**src/hdl/edal_pkg.sv**
```systemverilog
// ----------------------------------------------------------------------------
// edal_pkg: shared types and constants of the echo distance average unit
// Holds the field widths, reset values, register indexes, controller states
// and the command and status bundles between controller and datapath.
// ----------------------------------------------------------------------------
`default_nettype none

package edal_pkg;

  // Window of the moving average; a power of two so the mean is a shift.
  localparam int WINDOW_DEPTH = 8;
  localparam int SLOT_W       = (WINDOW_DEPTH > 1) ? $clog2(WINDOW_DEPTH) : 1;
  localparam int AVG_SHIFT    = $clog2(WINDOW_DEPTH);

  // Field widths.
  localparam int ECHO_W   = 10;
  localparam int SAMPLE_W = 14;
  localparam int LEVEL_W  = 14;
  localparam int SUM_W    = SAMPLE_W + AVG_SHIFT;
  localparam int PROD_W   = SAMPLE_W + LEVEL_W;
  localparam int CFG_IDX_W  = 1;
  localparam int CFG_DATA_W = 14;

  // Iterative divider: the quotient is known to fit SAMPLE_W bits.
  localparam int DIV_STEPS = SAMPLE_W;
  localparam int DIV_CNT_W = $clog2(DIV_STEPS);

  // Constants.
  localparam logic [SAMPLE_W-1:0] CM_TO_MM         = SAMPLE_W'(10);
  localparam logic [SAMPLE_W-1:0] RING_RESET_VALUE = SAMPLE_W'(40);
  localparam logic [SUM_W-1:0]    SUM_RESET_VALUE  = SUM_W'(40 * WINDOW_DEPTH);
  localparam logic [LEVEL_W-1:0]  LEVEL_FULL_SCALE = LEVEL_W'(10000);
  localparam logic [SAMPLE_W-1:0] FULL_RESET       = SAMPLE_W'(30);
  localparam logic [SAMPLE_W-1:0] EMPTY_RESET      = SAMPLE_W'(300);

  // Configuration register indexes.
  localparam logic [CFG_IDX_W-1:0] REG_FULL_DISTANCE  = 1'b0;
  localparam logic [CFG_IDX_W-1:0] REG_EMPTY_DISTANCE = 1'b1;

  // Controller states.
  typedef enum logic [2:0] {
    ST_IDLE,
    ST_UPDATE,
    ST_AVERAGE,
    ST_PREP,
    ST_DIV_START,
    ST_DIVIDE,
    ST_WRITE
  } state_t;

  // Commands from controller to datapath.
  typedef struct packed {
    logic capture;
    logic update_ring;
    logic compute_avg;
    logic prep_level;
    logic div_start;
    logic div_step;
    logic load_out;
  } edal_cmd_t;

  // Status from datapath to controller.
  typedef struct packed {
    logic div_last;
  } edal_status_t;

endpackage

`default_nettype wire

```
**src/hdl/echo_distance_average_level_unit.sv**
```systemverilog
// ----------------------------------------------------------------------------
// echo_distance_average_level_unit: echo moving average and fill level
// Averages ultrasonic echo distances over an eight-entry window, holding the
// last average through dropouts, and maps the mean to a reservoir fill level.
// ----------------------------------------------------------------------------
// Usage:
// - Input channel (in_valid/in_ready, echo_cm) takes one distance in cm per
//   transaction; zero means no echo and reuses the previous average.
// - Output channel (out_valid/out_ready) returns average_mm and
//   level_centipercent, one result per input transaction.
// - Configuration: cfg_write with cfg_index 0 sets the full distance and
//   index 1 the empty distance, in mm; write only while the block is idle.
// - From input acceptance to out_valid the controller walks ring update, mean,
//   level setup and a one-bit-per-cycle restoring divider, then loads the
//   output register once it is free.
// - The block takes a new transaction only after loading the last result;
//   in_ready is high only while the controller waits for input.
// - A stalled receiver holds the result in the output register; the block
//   still accepts and processes the next transaction, then waits to load it.
// - Reset fills the ring with 40 mm, clears the held average and restores
//   the thresholds to 30 mm and 300 mm.
// ----------------------------------------------------------------------------
`default_nettype none

module echo_distance_average_level_unit (
  input  wire logic                             clk,
  input  wire logic                             rst,
  input  wire logic                             cfg_write,
  input  wire logic [edal_pkg::CFG_IDX_W-1:0]   cfg_index,
  input  wire logic [edal_pkg::CFG_DATA_W-1:0]  cfg_data,
  input  wire logic                             in_valid,
  output logic                                  in_ready,
  input  wire logic [edal_pkg::ECHO_W-1:0]      echo_cm,
  output logic                                  out_valid,
  input  wire logic                             out_ready,
  output logic [edal_pkg::SAMPLE_W-1:0]         average_mm,
  output logic [edal_pkg::LEVEL_W-1:0]          level_centipercent
);

  edal_pkg::edal_cmd_t    cmd;
  edal_pkg::edal_status_t status;

  // Sequencing.
  edal_controller u_controller (
    .clk       (clk),
    .rst       (rst),
    .in_valid  (in_valid),
    .in_ready  (in_ready),
    .out_valid (out_valid),
    .out_ready (out_ready),
    .status    (status),
    .cmd       (cmd)
  );

  // Arithmetic and state.
  edal_datapath u_datapath (
    .clk                (clk),
    .rst                (rst),
    .cfg_write          (cfg_write),
    .cfg_index          (cfg_index),
    .cfg_data           (cfg_data),
    .echo_cm            (echo_cm),
    .cmd                (cmd),
    .status             (status),
    .average_mm         (average_mm),
    .level_centipercent (level_centipercent)
  );

endmodule

`default_nettype wire

```
**src/hdl/edal_controller.sv**
```systemverilog
// ----------------------------------------------------------------------------
// edal_controller: sequencing state machine
// Steps one transaction through ring update, averaging, level setup and the
// iterative divide, and owns the input ready and output valid flags.
// ----------------------------------------------------------------------------
`default_nettype none

module edal_controller (
  input  wire logic                  clk,
  input  wire logic                  rst,
  input  wire logic                  in_valid,
  output logic                       in_ready,
  output logic                       out_valid,
  input  wire logic                  out_ready,
  input  wire edal_pkg::edal_status_t status,
  output edal_pkg::edal_cmd_t        cmd
);

  edal_pkg::state_t state;
  edal_pkg::state_t state_next;
  logic             out_free;

  // State register.
  always_ff @(posedge clk) begin
    if (rst) begin
      state <= edal_pkg::ST_IDLE;
    end else begin
      state <= state_next;
    end
  end

  // The output register is free when empty or being emptied this cycle.
  assign out_free = !out_valid || out_ready;
  assign in_ready = (state == edal_pkg::ST_IDLE);

  // Next state and commands.
  always_comb begin
    state_next = state;
    cmd        = '0;
    unique case (state)
      edal_pkg::ST_IDLE: begin
        if (in_valid) begin
          cmd.capture = 1'b1;
          state_next  = edal_pkg::ST_UPDATE;
        end
      end
      edal_pkg::ST_UPDATE: begin
        cmd.update_ring = 1'b1;
        state_next      = edal_pkg::ST_AVERAGE;
      end
      edal_pkg::ST_AVERAGE: begin
        cmd.compute_avg = 1'b1;
        state_next      = edal_pkg::ST_PREP;
      end
      edal_pkg::ST_PREP: begin
        cmd.prep_level = 1'b1;
        state_next     = edal_pkg::ST_DIV_START;
      end
      edal_pkg::ST_DIV_START: begin
        cmd.div_start = 1'b1;
        state_next    = edal_pkg::ST_DIVIDE;
      end
      edal_pkg::ST_DIVIDE: begin
        cmd.div_step = 1'b1;
        if (status.div_last) begin
          state_next = edal_pkg::ST_WRITE;
        end
      end
      edal_pkg::ST_WRITE: begin
        if (out_free) begin
          cmd.load_out = 1'b1;
          state_next   = edal_pkg::ST_IDLE;
        end
      end
      default: begin
        state_next = edal_pkg::ST_IDLE;
      end
    endcase
  end

  // Output valid flag: set on load, cleared when the result is taken.
  always_ff @(posedge clk) begin
    if (rst) begin
      out_valid <= 1'b0;
    end else if (cmd.load_out) begin
      out_valid <= 1'b1;
    end else if (out_ready) begin
      out_valid <= 1'b0;
    end
  end

endmodule

`default_nettype wire

```
**src/hdl/edal_datapath.sv**
```systemverilog
// ----------------------------------------------------------------------------
// edal_datapath: sample ring, running sum, level arithmetic and divider
// Holds the configuration registers, the moving average state, a restoring
// divider that yields one quotient bit per cycle, and the output register.
// ----------------------------------------------------------------------------
`default_nettype none

module edal_datapath (
  input  wire logic                                  clk,
  input  wire logic                                  rst,
  input  wire logic                                  cfg_write,
  input  wire logic [edal_pkg::CFG_IDX_W-1:0]        cfg_index,
  input  wire logic [edal_pkg::CFG_DATA_W-1:0]       cfg_data,
  input  wire logic [edal_pkg::ECHO_W-1:0]           echo_cm,
  input  wire edal_pkg::edal_cmd_t                   cmd,
  output edal_pkg::edal_status_t                     status,
  output logic [edal_pkg::SAMPLE_W-1:0]              average_mm,
  output logic [edal_pkg::LEVEL_W-1:0]               level_centipercent
);

  logic [edal_pkg::SAMPLE_W-1:0]  full_distance_mm;
  logic [edal_pkg::SAMPLE_W-1:0]  empty_distance_mm;
  logic [edal_pkg::SAMPLE_W-1:0]  sample_ring [edal_pkg::WINDOW_DEPTH];
  logic [edal_pkg::SLOT_W-1:0]    write_slot;
  logic [edal_pkg::SUM_W-1:0]     window_sum;
  logic [edal_pkg::SAMPLE_W-1:0]  held_average;
  logic [edal_pkg::SAMPLE_W-1:0]  reading;
  logic [edal_pkg::SAMPLE_W-1:0]  echo_mm;
  logic [edal_pkg::PROD_W-1:0]    product;
  logic [edal_pkg::SAMPLE_W-1:0]  span;
  logic                           is_full;
  logic                           is_empty;
  logic [edal_pkg::SAMPLE_W-1:0]  rem;
  logic [edal_pkg::SAMPLE_W-1:0]  quot;
  logic [edal_pkg::DIV_CNT_W-1:0] div_count;
  logic [edal_pkg::SAMPLE_W:0]    shifted;
  logic                           fits;
  logic [edal_pkg::SAMPLE_W-1:0]  level_value;

  // Configuration registers.
  always_ff @(posedge clk) begin
    if (rst) begin
      full_distance_mm  <= edal_pkg::FULL_RESET;
      empty_distance_mm <= edal_pkg::EMPTY_RESET;
    end else if (cfg_write) begin
      if (cfg_index == edal_pkg::REG_FULL_DISTANCE) begin
        full_distance_mm <= cfg_data;
      end
      if (cfg_index == edal_pkg::REG_EMPTY_DISTANCE) begin
        empty_distance_mm <= cfg_data;
      end
    end
  end

  // Scale the echo to millimetres; a missing echo takes the held average.
  assign echo_mm = edal_pkg::SAMPLE_W'(echo_cm) * edal_pkg::CM_TO_MM;

  always_ff @(posedge clk) begin
    if (cmd.capture) begin
      reading <= (echo_cm == '0) ? held_average : echo_mm;
    end
  end

  // Ring buffer, slot pointer, running sum and held average.
  always_ff @(posedge clk) begin
    if (rst) begin
      for (int i = 0; i < edal_pkg::WINDOW_DEPTH; i++) begin
        sample_ring[i] <= edal_pkg::RING_RESET_VALUE;
      end
      write_slot   <= '0;
      window_sum   <= edal_pkg::SUM_RESET_VALUE;
      held_average <= '0;
    end else begin
      if (cmd.update_ring) begin
        window_sum              <= window_sum - edal_pkg::SUM_W'(sample_ring[write_slot])
                                   + edal_pkg::SUM_W'(reading);
        sample_ring[write_slot] <= reading;
        if (write_slot == edal_pkg::SLOT_W'(edal_pkg::WINDOW_DEPTH - 1)) begin
          write_slot <= '0;
        end else begin
          write_slot <= write_slot + 1'b1;
        end
      end
      if (cmd.compute_avg) begin
        held_average <= edal_pkg::SAMPLE_W'(window_sum >> edal_pkg::AVG_SHIFT);
      end
    end
  end

  // Threshold tests and the scaled numerator for the linear map.
  always_ff @(posedge clk) begin
    if (cmd.prep_level) begin
      is_full  <= (held_average <= full_distance_mm);
      is_empty <= (held_average >= empty_distance_mm);
      span     <= empty_distance_mm - full_distance_mm;
      product  <= edal_pkg::PROD_W'(empty_distance_mm - held_average)
                  * edal_pkg::PROD_W'(edal_pkg::LEVEL_FULL_SCALE);
    end
  end

  // Restoring divider. The quotient fits SAMPLE_W bits, so the upper half
  // of the numerator starts as the partial remainder.
  assign shifted = {rem, quot[edal_pkg::SAMPLE_W-1]};
  assign fits    = (shifted >= {1'b0, span});

  always_ff @(posedge clk) begin
    if (cmd.div_start) begin
      rem       <= product[edal_pkg::PROD_W-1:edal_pkg::SAMPLE_W];
      quot      <= product[edal_pkg::SAMPLE_W-1:0];
      div_count <= '0;
    end else if (cmd.div_step) begin
      if (fits) begin
        rem <= edal_pkg::SAMPLE_W'(shifted - {1'b0, span});
      end else begin
        rem <= shifted[edal_pkg::SAMPLE_W-1:0];
      end
      quot      <= {quot[edal_pkg::SAMPLE_W-2:0], fits};
      div_count <= div_count + 1'b1;
    end
  end

  assign status.div_last = (div_count == edal_pkg::DIV_CNT_W'(edal_pkg::DIV_STEPS - 1));

  // Full test wins over the empty test when the thresholds are crossed.
  always_comb begin
    priority if (is_full) begin
      level_value = edal_pkg::LEVEL_FULL_SCALE;
    end else if (is_empty) begin
      level_value = '0;
    end else begin
      level_value = quot;
    end
  end

  // Output register.
  always_ff @(posedge clk) begin
    if (cmd.load_out) begin
      average_mm         <= held_average;
      level_centipercent <= level_value;
    end
  end

endmodule

`default_nettype wire
```
**config.mk**
```make
export PLATFORM = sky130hd
export DESIGN_NAME = echo_distance_average_level_unit
export DESIGN_NICKNAME = d
export VERILOG_FILES = /design/src/hdl/edal_pkg.sv /design/src/hdl/echo_distance_average_level_unit.sv /design/src/hdl/edal_controller.sv /design/src/hdl/edal_datapath.sv
export SDC_FILE = /design/constraint.sdc
export NUM_CORES = 1
export LEC_CHECK = 0
export BUFFER_PORTS_ARGS = -buffer_cell sky130_fd_sc_hd__buf_2
export CAP_MARGIN = 30
export CORE_MARGIN = 2
export CORE_UTILIZATION = 53
export CTS_CLUSTER_DIAMETER = 30
export DETAILED_ROUTE_END_ITERATION = 8
export PLACE_DENSITY = 0.72
export SETUP_SLACK_MARGIN = 0.02
export SLEW_MARGIN = 10
export SYNTH_ARGS = -nofsm -noshare
export SYNTH_HDL_FRONTEND = slang
export SYNTH_SLANG_ARGS = --single-unit
```
**constraint.sdc**
```tcl
create_clock -name clk -period 6.33 [get_ports clk]
set_input_delay 1.899 -clock clk [delete_from_list [all_inputs] [get_ports clk]]
set_output_delay 1.899 -clock clk [all_outputs]
set_load 0.005 [all_outputs]
```
==> metrics.txt <==
fmax=160 MHz; DR DRC count=0; Syn Inst Count=between 1,500 and 2,000; worst path required time=between 6 and 7 ns; Slew HR=roughly 43%; min-delay worst type=flip-flop to flip-flop; TritonCTS Buffers=60; Max Cap Viol=0; run status=finished, final reports clean; VDD IR max=between 0.001 and 0.0015 V; Sinks on Clock Net=about 300; Final Hold Fails=0; leakage power=between 8 and 9 nW; Area after DPL=between 0.015 and 0.02 sq mm; WL per Instance=between 15 and 20 um; number of global-route vias before repair=between 10,000 and 15,000; Core ar.=0.0335 sq mm; Slew @ Worst Pin=approximately 0.86 ns; CP Capture Type=flip-flop; largest net degree at the start of global routing=68; GR Layer Usage met1=about a third; initial antenna violation count=0; Routed Antenna Nets=0; overall die area=0.0356 sq mm; post-route cell area=about 0.022 sq mm; first-pass GRT wire length=roughly 70,000 um; Critical Path Most Common Cell=ha_4; Post-layout nets=approximately 2,100; Worst Skew=~0.044 ns; Synth warnings=0; setup TNS=0 ns; detailed-placement wirelength estimate=just over 30,000 um; H-tree levels=2; RSZ-0062 raised after global routing=yes; WP data arrival=~6.5 ns; First-pass DRT Iterations=6; Total Routed Length=around 44,000 um; pwr/cell area=between 600 and 700 mW/mm^2; layout cells sized above 1=a little under 20%; synthesis-to-layout area growth=20.2%; drt via density=~5.7; std cell rows=67; Root Driver=clkbuf_16; delay-heaviest family, CP=adder cells; Horiz. Die Dim=between 150 and 200 um; Finished Layout Cells=roughly 2,300; Placed Cells=~2,200; clock tree buffer depth=3; Clk Latency, worst-skew pair=about 0.6 ns; Mapped Nets=about 1,900; CTS tree=done; FFs w/ async S/R, synth=0%; GRT met2 Usage=around two fifths; EDFF count, synth=roughly 220; sequential element share of the synthesized area=between 40% and 50%; GR peak layer=met2; CP max stage delay=approximately 0.57 ns; CP bufs+invs=4; CP Max Fanout=4; via count=approximately 13,000; crit path kind=flip-flop to flip-flop; fin crit period=slightly above 6 ns; Final period util=between 90% and 100%; Slowest-stage cell, CP=fa_1; mapped cell area=around 0.018 sq mm; final RePlAce weighted congestion=around 0.9; Initial Util=between 50 and 60%; Netlist cell types=88; top-level I/O count=60; ys flop type=edfxtp_1; M3 GR Usage=around 5.2%; final slew viol count=0; drt initial violations=approximately 1,100; Total GRT Usage=around 25%; CTS clk-pin slew, worst paths=0.05 ns; Startpoint Class=flip-flop; Synth Register Bits=slightly below 300; fill count=~2,600; total gr overflow=0; endpoints failing setup=0; Mapped Avg Cell Area=10.7 sq um; port bufs=between 50 and 60; ANT cells=0; Die Ht=189 um
==> metrics by stage <==
| stage | power (mW) | util (%) | worst slack [ns] | hold WS [ns] |
|---|---|---|---|---|
| 2_1_floorplan | 7.48 | - | 0.0208 | 0.432 |
| 3_3_place_gp | 8.83 | 56.6 | 0.0400 | 0.442 |
| 3_5_place_dp | 9.01 | 56.9 | -0.117 | 0.447 |
| 4_1_cts | 12.4 | 63.6 | 0.0261 | 0.454 |
| 5_1_grt | 14.3 | 64.8 | -0.118 | 0.489 |
| 6_report | 13.3 | 64.8 | 0.0934 | 0.454 |
==> cells in the mapped netlist, types with 4 or more instances <==
cell | count | area (sq um)
ha_1 | 150 | 1880
nor2b_1 | 11 | 68.8
xor2_1 | 21 | 184
nand3b_1 | 8 | 60.1
or3_1 | 7 | 43.8
mux2_2 | 14 | 158
o21ai_0 | 36 | 180
fa_1 | 55 | 1100
nor2_1 | 106 | 398
clkinv_1 | 13 | 48.8
xnor2_1 | 50 | 438
o21bai_1 | 10 | 75.1
and2_1 | 23 | 144
o21ai_1 | 4 | 20.0
a21oi_1 | 110 | 551
buf_1 | 5 | 18.8
nor4_1 | 47 | 294
and3_1 | 6 | 37.5
or2_2 | 9 | 56.3
inv_1 | 182 | 683
nand3_1 | 11 | 55.1
a211oi_1 | 14 | 105
mux4_2 | 28 | 631
dfxtp_1 | 73 | 1460
o31ai_1 | 5 | 37.5
a211o_1 | 8 | 70.1
edfxtp_1 | 222 | 6670
nand4_1 | 8 | 50.1
mux2i_1 | 7 | 70.1
o21a_1 | 10 | 75.1
nor3_1 | 63 | 315
nand2_1 | 193 | 724
nand2b_1 | 12 | 75.1
buf_2 | 4 | 20.0
clkbuf_1 | 51 | 191
a21o_1 | 31 | 233
==> routing by layer <==
layer | part of all wire, % | routed length (um) | vias to the layer above
li1 | - | - | 6249
met3 | 7.4 | 3240 | 86
met2 | 48 | 21300 | 492
met5 | 0 | 0 | -
met1 | 42 | 18400 | 6401
met4 | 2.7 | 1180 | 0
==> worst paths after layout <==
kind / start / endpoint / slack [ns] / depth (start not counted)
max: u_datapath.empty_distance_mm[0] / u_datapath.product[27] / 0.09 / 27
min: u_datapath.full_distance_mm[11] / u_datapath.full_distance_mm[11] / 0.45 / 2
max reg2reg: u_datapath.empty_distance_mm[0] / u_datapath.product[27] / 0.09 / 27
min reg2reg: u_datapath.full_distance_mm[11] / u_datapath.full_distance_mm[11] / 0.45 / 2
==> where the power goes <==
group / leakage [nW] / total, mW / internal, mW / switching, mW
Combinational: 5.13 / 7.40 / 3.38 / 4.02
Clock: 1.02 / 3.22 / 2.13 / 1.09
Sequential: 2.70 / 2.66 / 2.55 / 0.109
Total: 8.85 / 13.3 / 8.06 / 5.22
==> sequential cells by signal, summed over array words and instances (netlist names), named ones only <==
| signal | flops |
|---|---|
| u_datapath.rem | 14 |
| u_datapath.average_mm | 14 |
| u_datapath.empty_distance_mm | 14 |
| u_datapath.window_sum | 17 |
| u_datapath.span | 14 |
| u_datapath.is_empty | 1 |
| u_datapath.quot | 14 |
| u_datapath.full_distance_mm | 14 |
| u_controller.state | 3 |
| u_datapath.sample_ring | 112 |
| u_datapath.div_count | 4 |
| u_datapath.write_slot | 3 |
| u_datapath.product | 24 |
| u_datapath.reading | 14 |
| u_datapath.level_centipercent | 14 |
| u_datapath.held_average | 14 |
| u_datapath.is_full | 1 |
| u_controller.out_valid | 1 |
==> logic make-up (layout without fill, tap and decap cells) <==
logic type      after synthesis  in the layout  share of synthesized area, %
compound gates              283            283                          10.7
simple gates                515            515                          13.4
mux                          51             51                          4.89
flops                       295            295                          45.0
buf+inv                     259            442                          5.66
fa+ha+maj                   205            205                          16.5
xor+xnor                     76             76                          3.95
==> timing repair <==
action                     CTS  global route
setup endpoints to repair    1             6
pin swaps                   13            39
gates resized for setup     15            45
setup buffers                6            19
hold buffers                 0             0
==> worst reg2reg max path: stages (launching register included) <==
cell and delay, ns:
dfxtp_2 0.33, inv_2 0.05, ha_4 0.16, fa_2 0.39, and2b_4 0.28, o2111ai_4 0.14
a211oi_2 0.28, o22ai_4 0.13, o21bai_4 0.15, a21oi_4 0.09, xnor2_4 0.17, buf_6 0.15
fa_1 0.57, ha_4 0.22, fa_2 0.55, ha_4 0.13, inv_2 0.03, fa_1 0.49
inv_1 0.05, ha_2 0.18, a21o_1 0.17, a21o_1 0.18, or3_1 0.32, o21ai_2 0.07
a21oi_2 0.06, nand4_1 0.08, or3b_4 0.38, xor2_1 0.16
==> cells in the final DEF (no fill, tap or decap), types with 11 or more instances in the layout <==
| master | netlist | final |
|---|---|---|
| nor3_1 | 63 | 63 |
| edfxtp_1 | 222 | 222 |
| mux2_2 | 14 | 14 |
| buf_2 | 4 | 59 |
| mux4_2 | 28 | 28 |
| inv_1 | 182 | 176 |
| nor4_1 | 47 | 47 |
| o21ai_0 | 36 | 32 |
| clkinv_1 | 13 | 19 |
| a21oi_1 | 110 | 106 |
| and2_1 | 23 | 23 |
| nor2_1 | 106 | 105 |
| ha_4 | 0 | 11 |
| xnor2_1 | 50 | 45 |
| a21o_1 | 31 | 31 |
| buf_4 | 2 | 68 |
| xor2_1 | 21 | 19 |
| nand2_1 | 193 | 191 |
| fa_1 | 55 | 52 |
| clkbuf_16 | 0 | 63 |
| ha_1 | 150 | 136 |
| dfxtp_1 | 73 | 68 |
| nand3_1 | 11 | 11 |
| nand2b_1 | 12 | 12 |
| a211oi_1 | 14 | 14 |
==> layout make-up <==
class                      instances  area, sq um  share of cell area (%)
inverter                         195          736                    3.39
timing repair buffer             134          928                    4.27
sequential                       295         8130                    37.4
clock buffer                      72         1620                    7.46
multi-input combinational       1130         9260                    42.6
clock inverter                    41          490                    2.26
tap                              448          561                    2.58
Note: power is estimated with default switching activity, not from simulation.
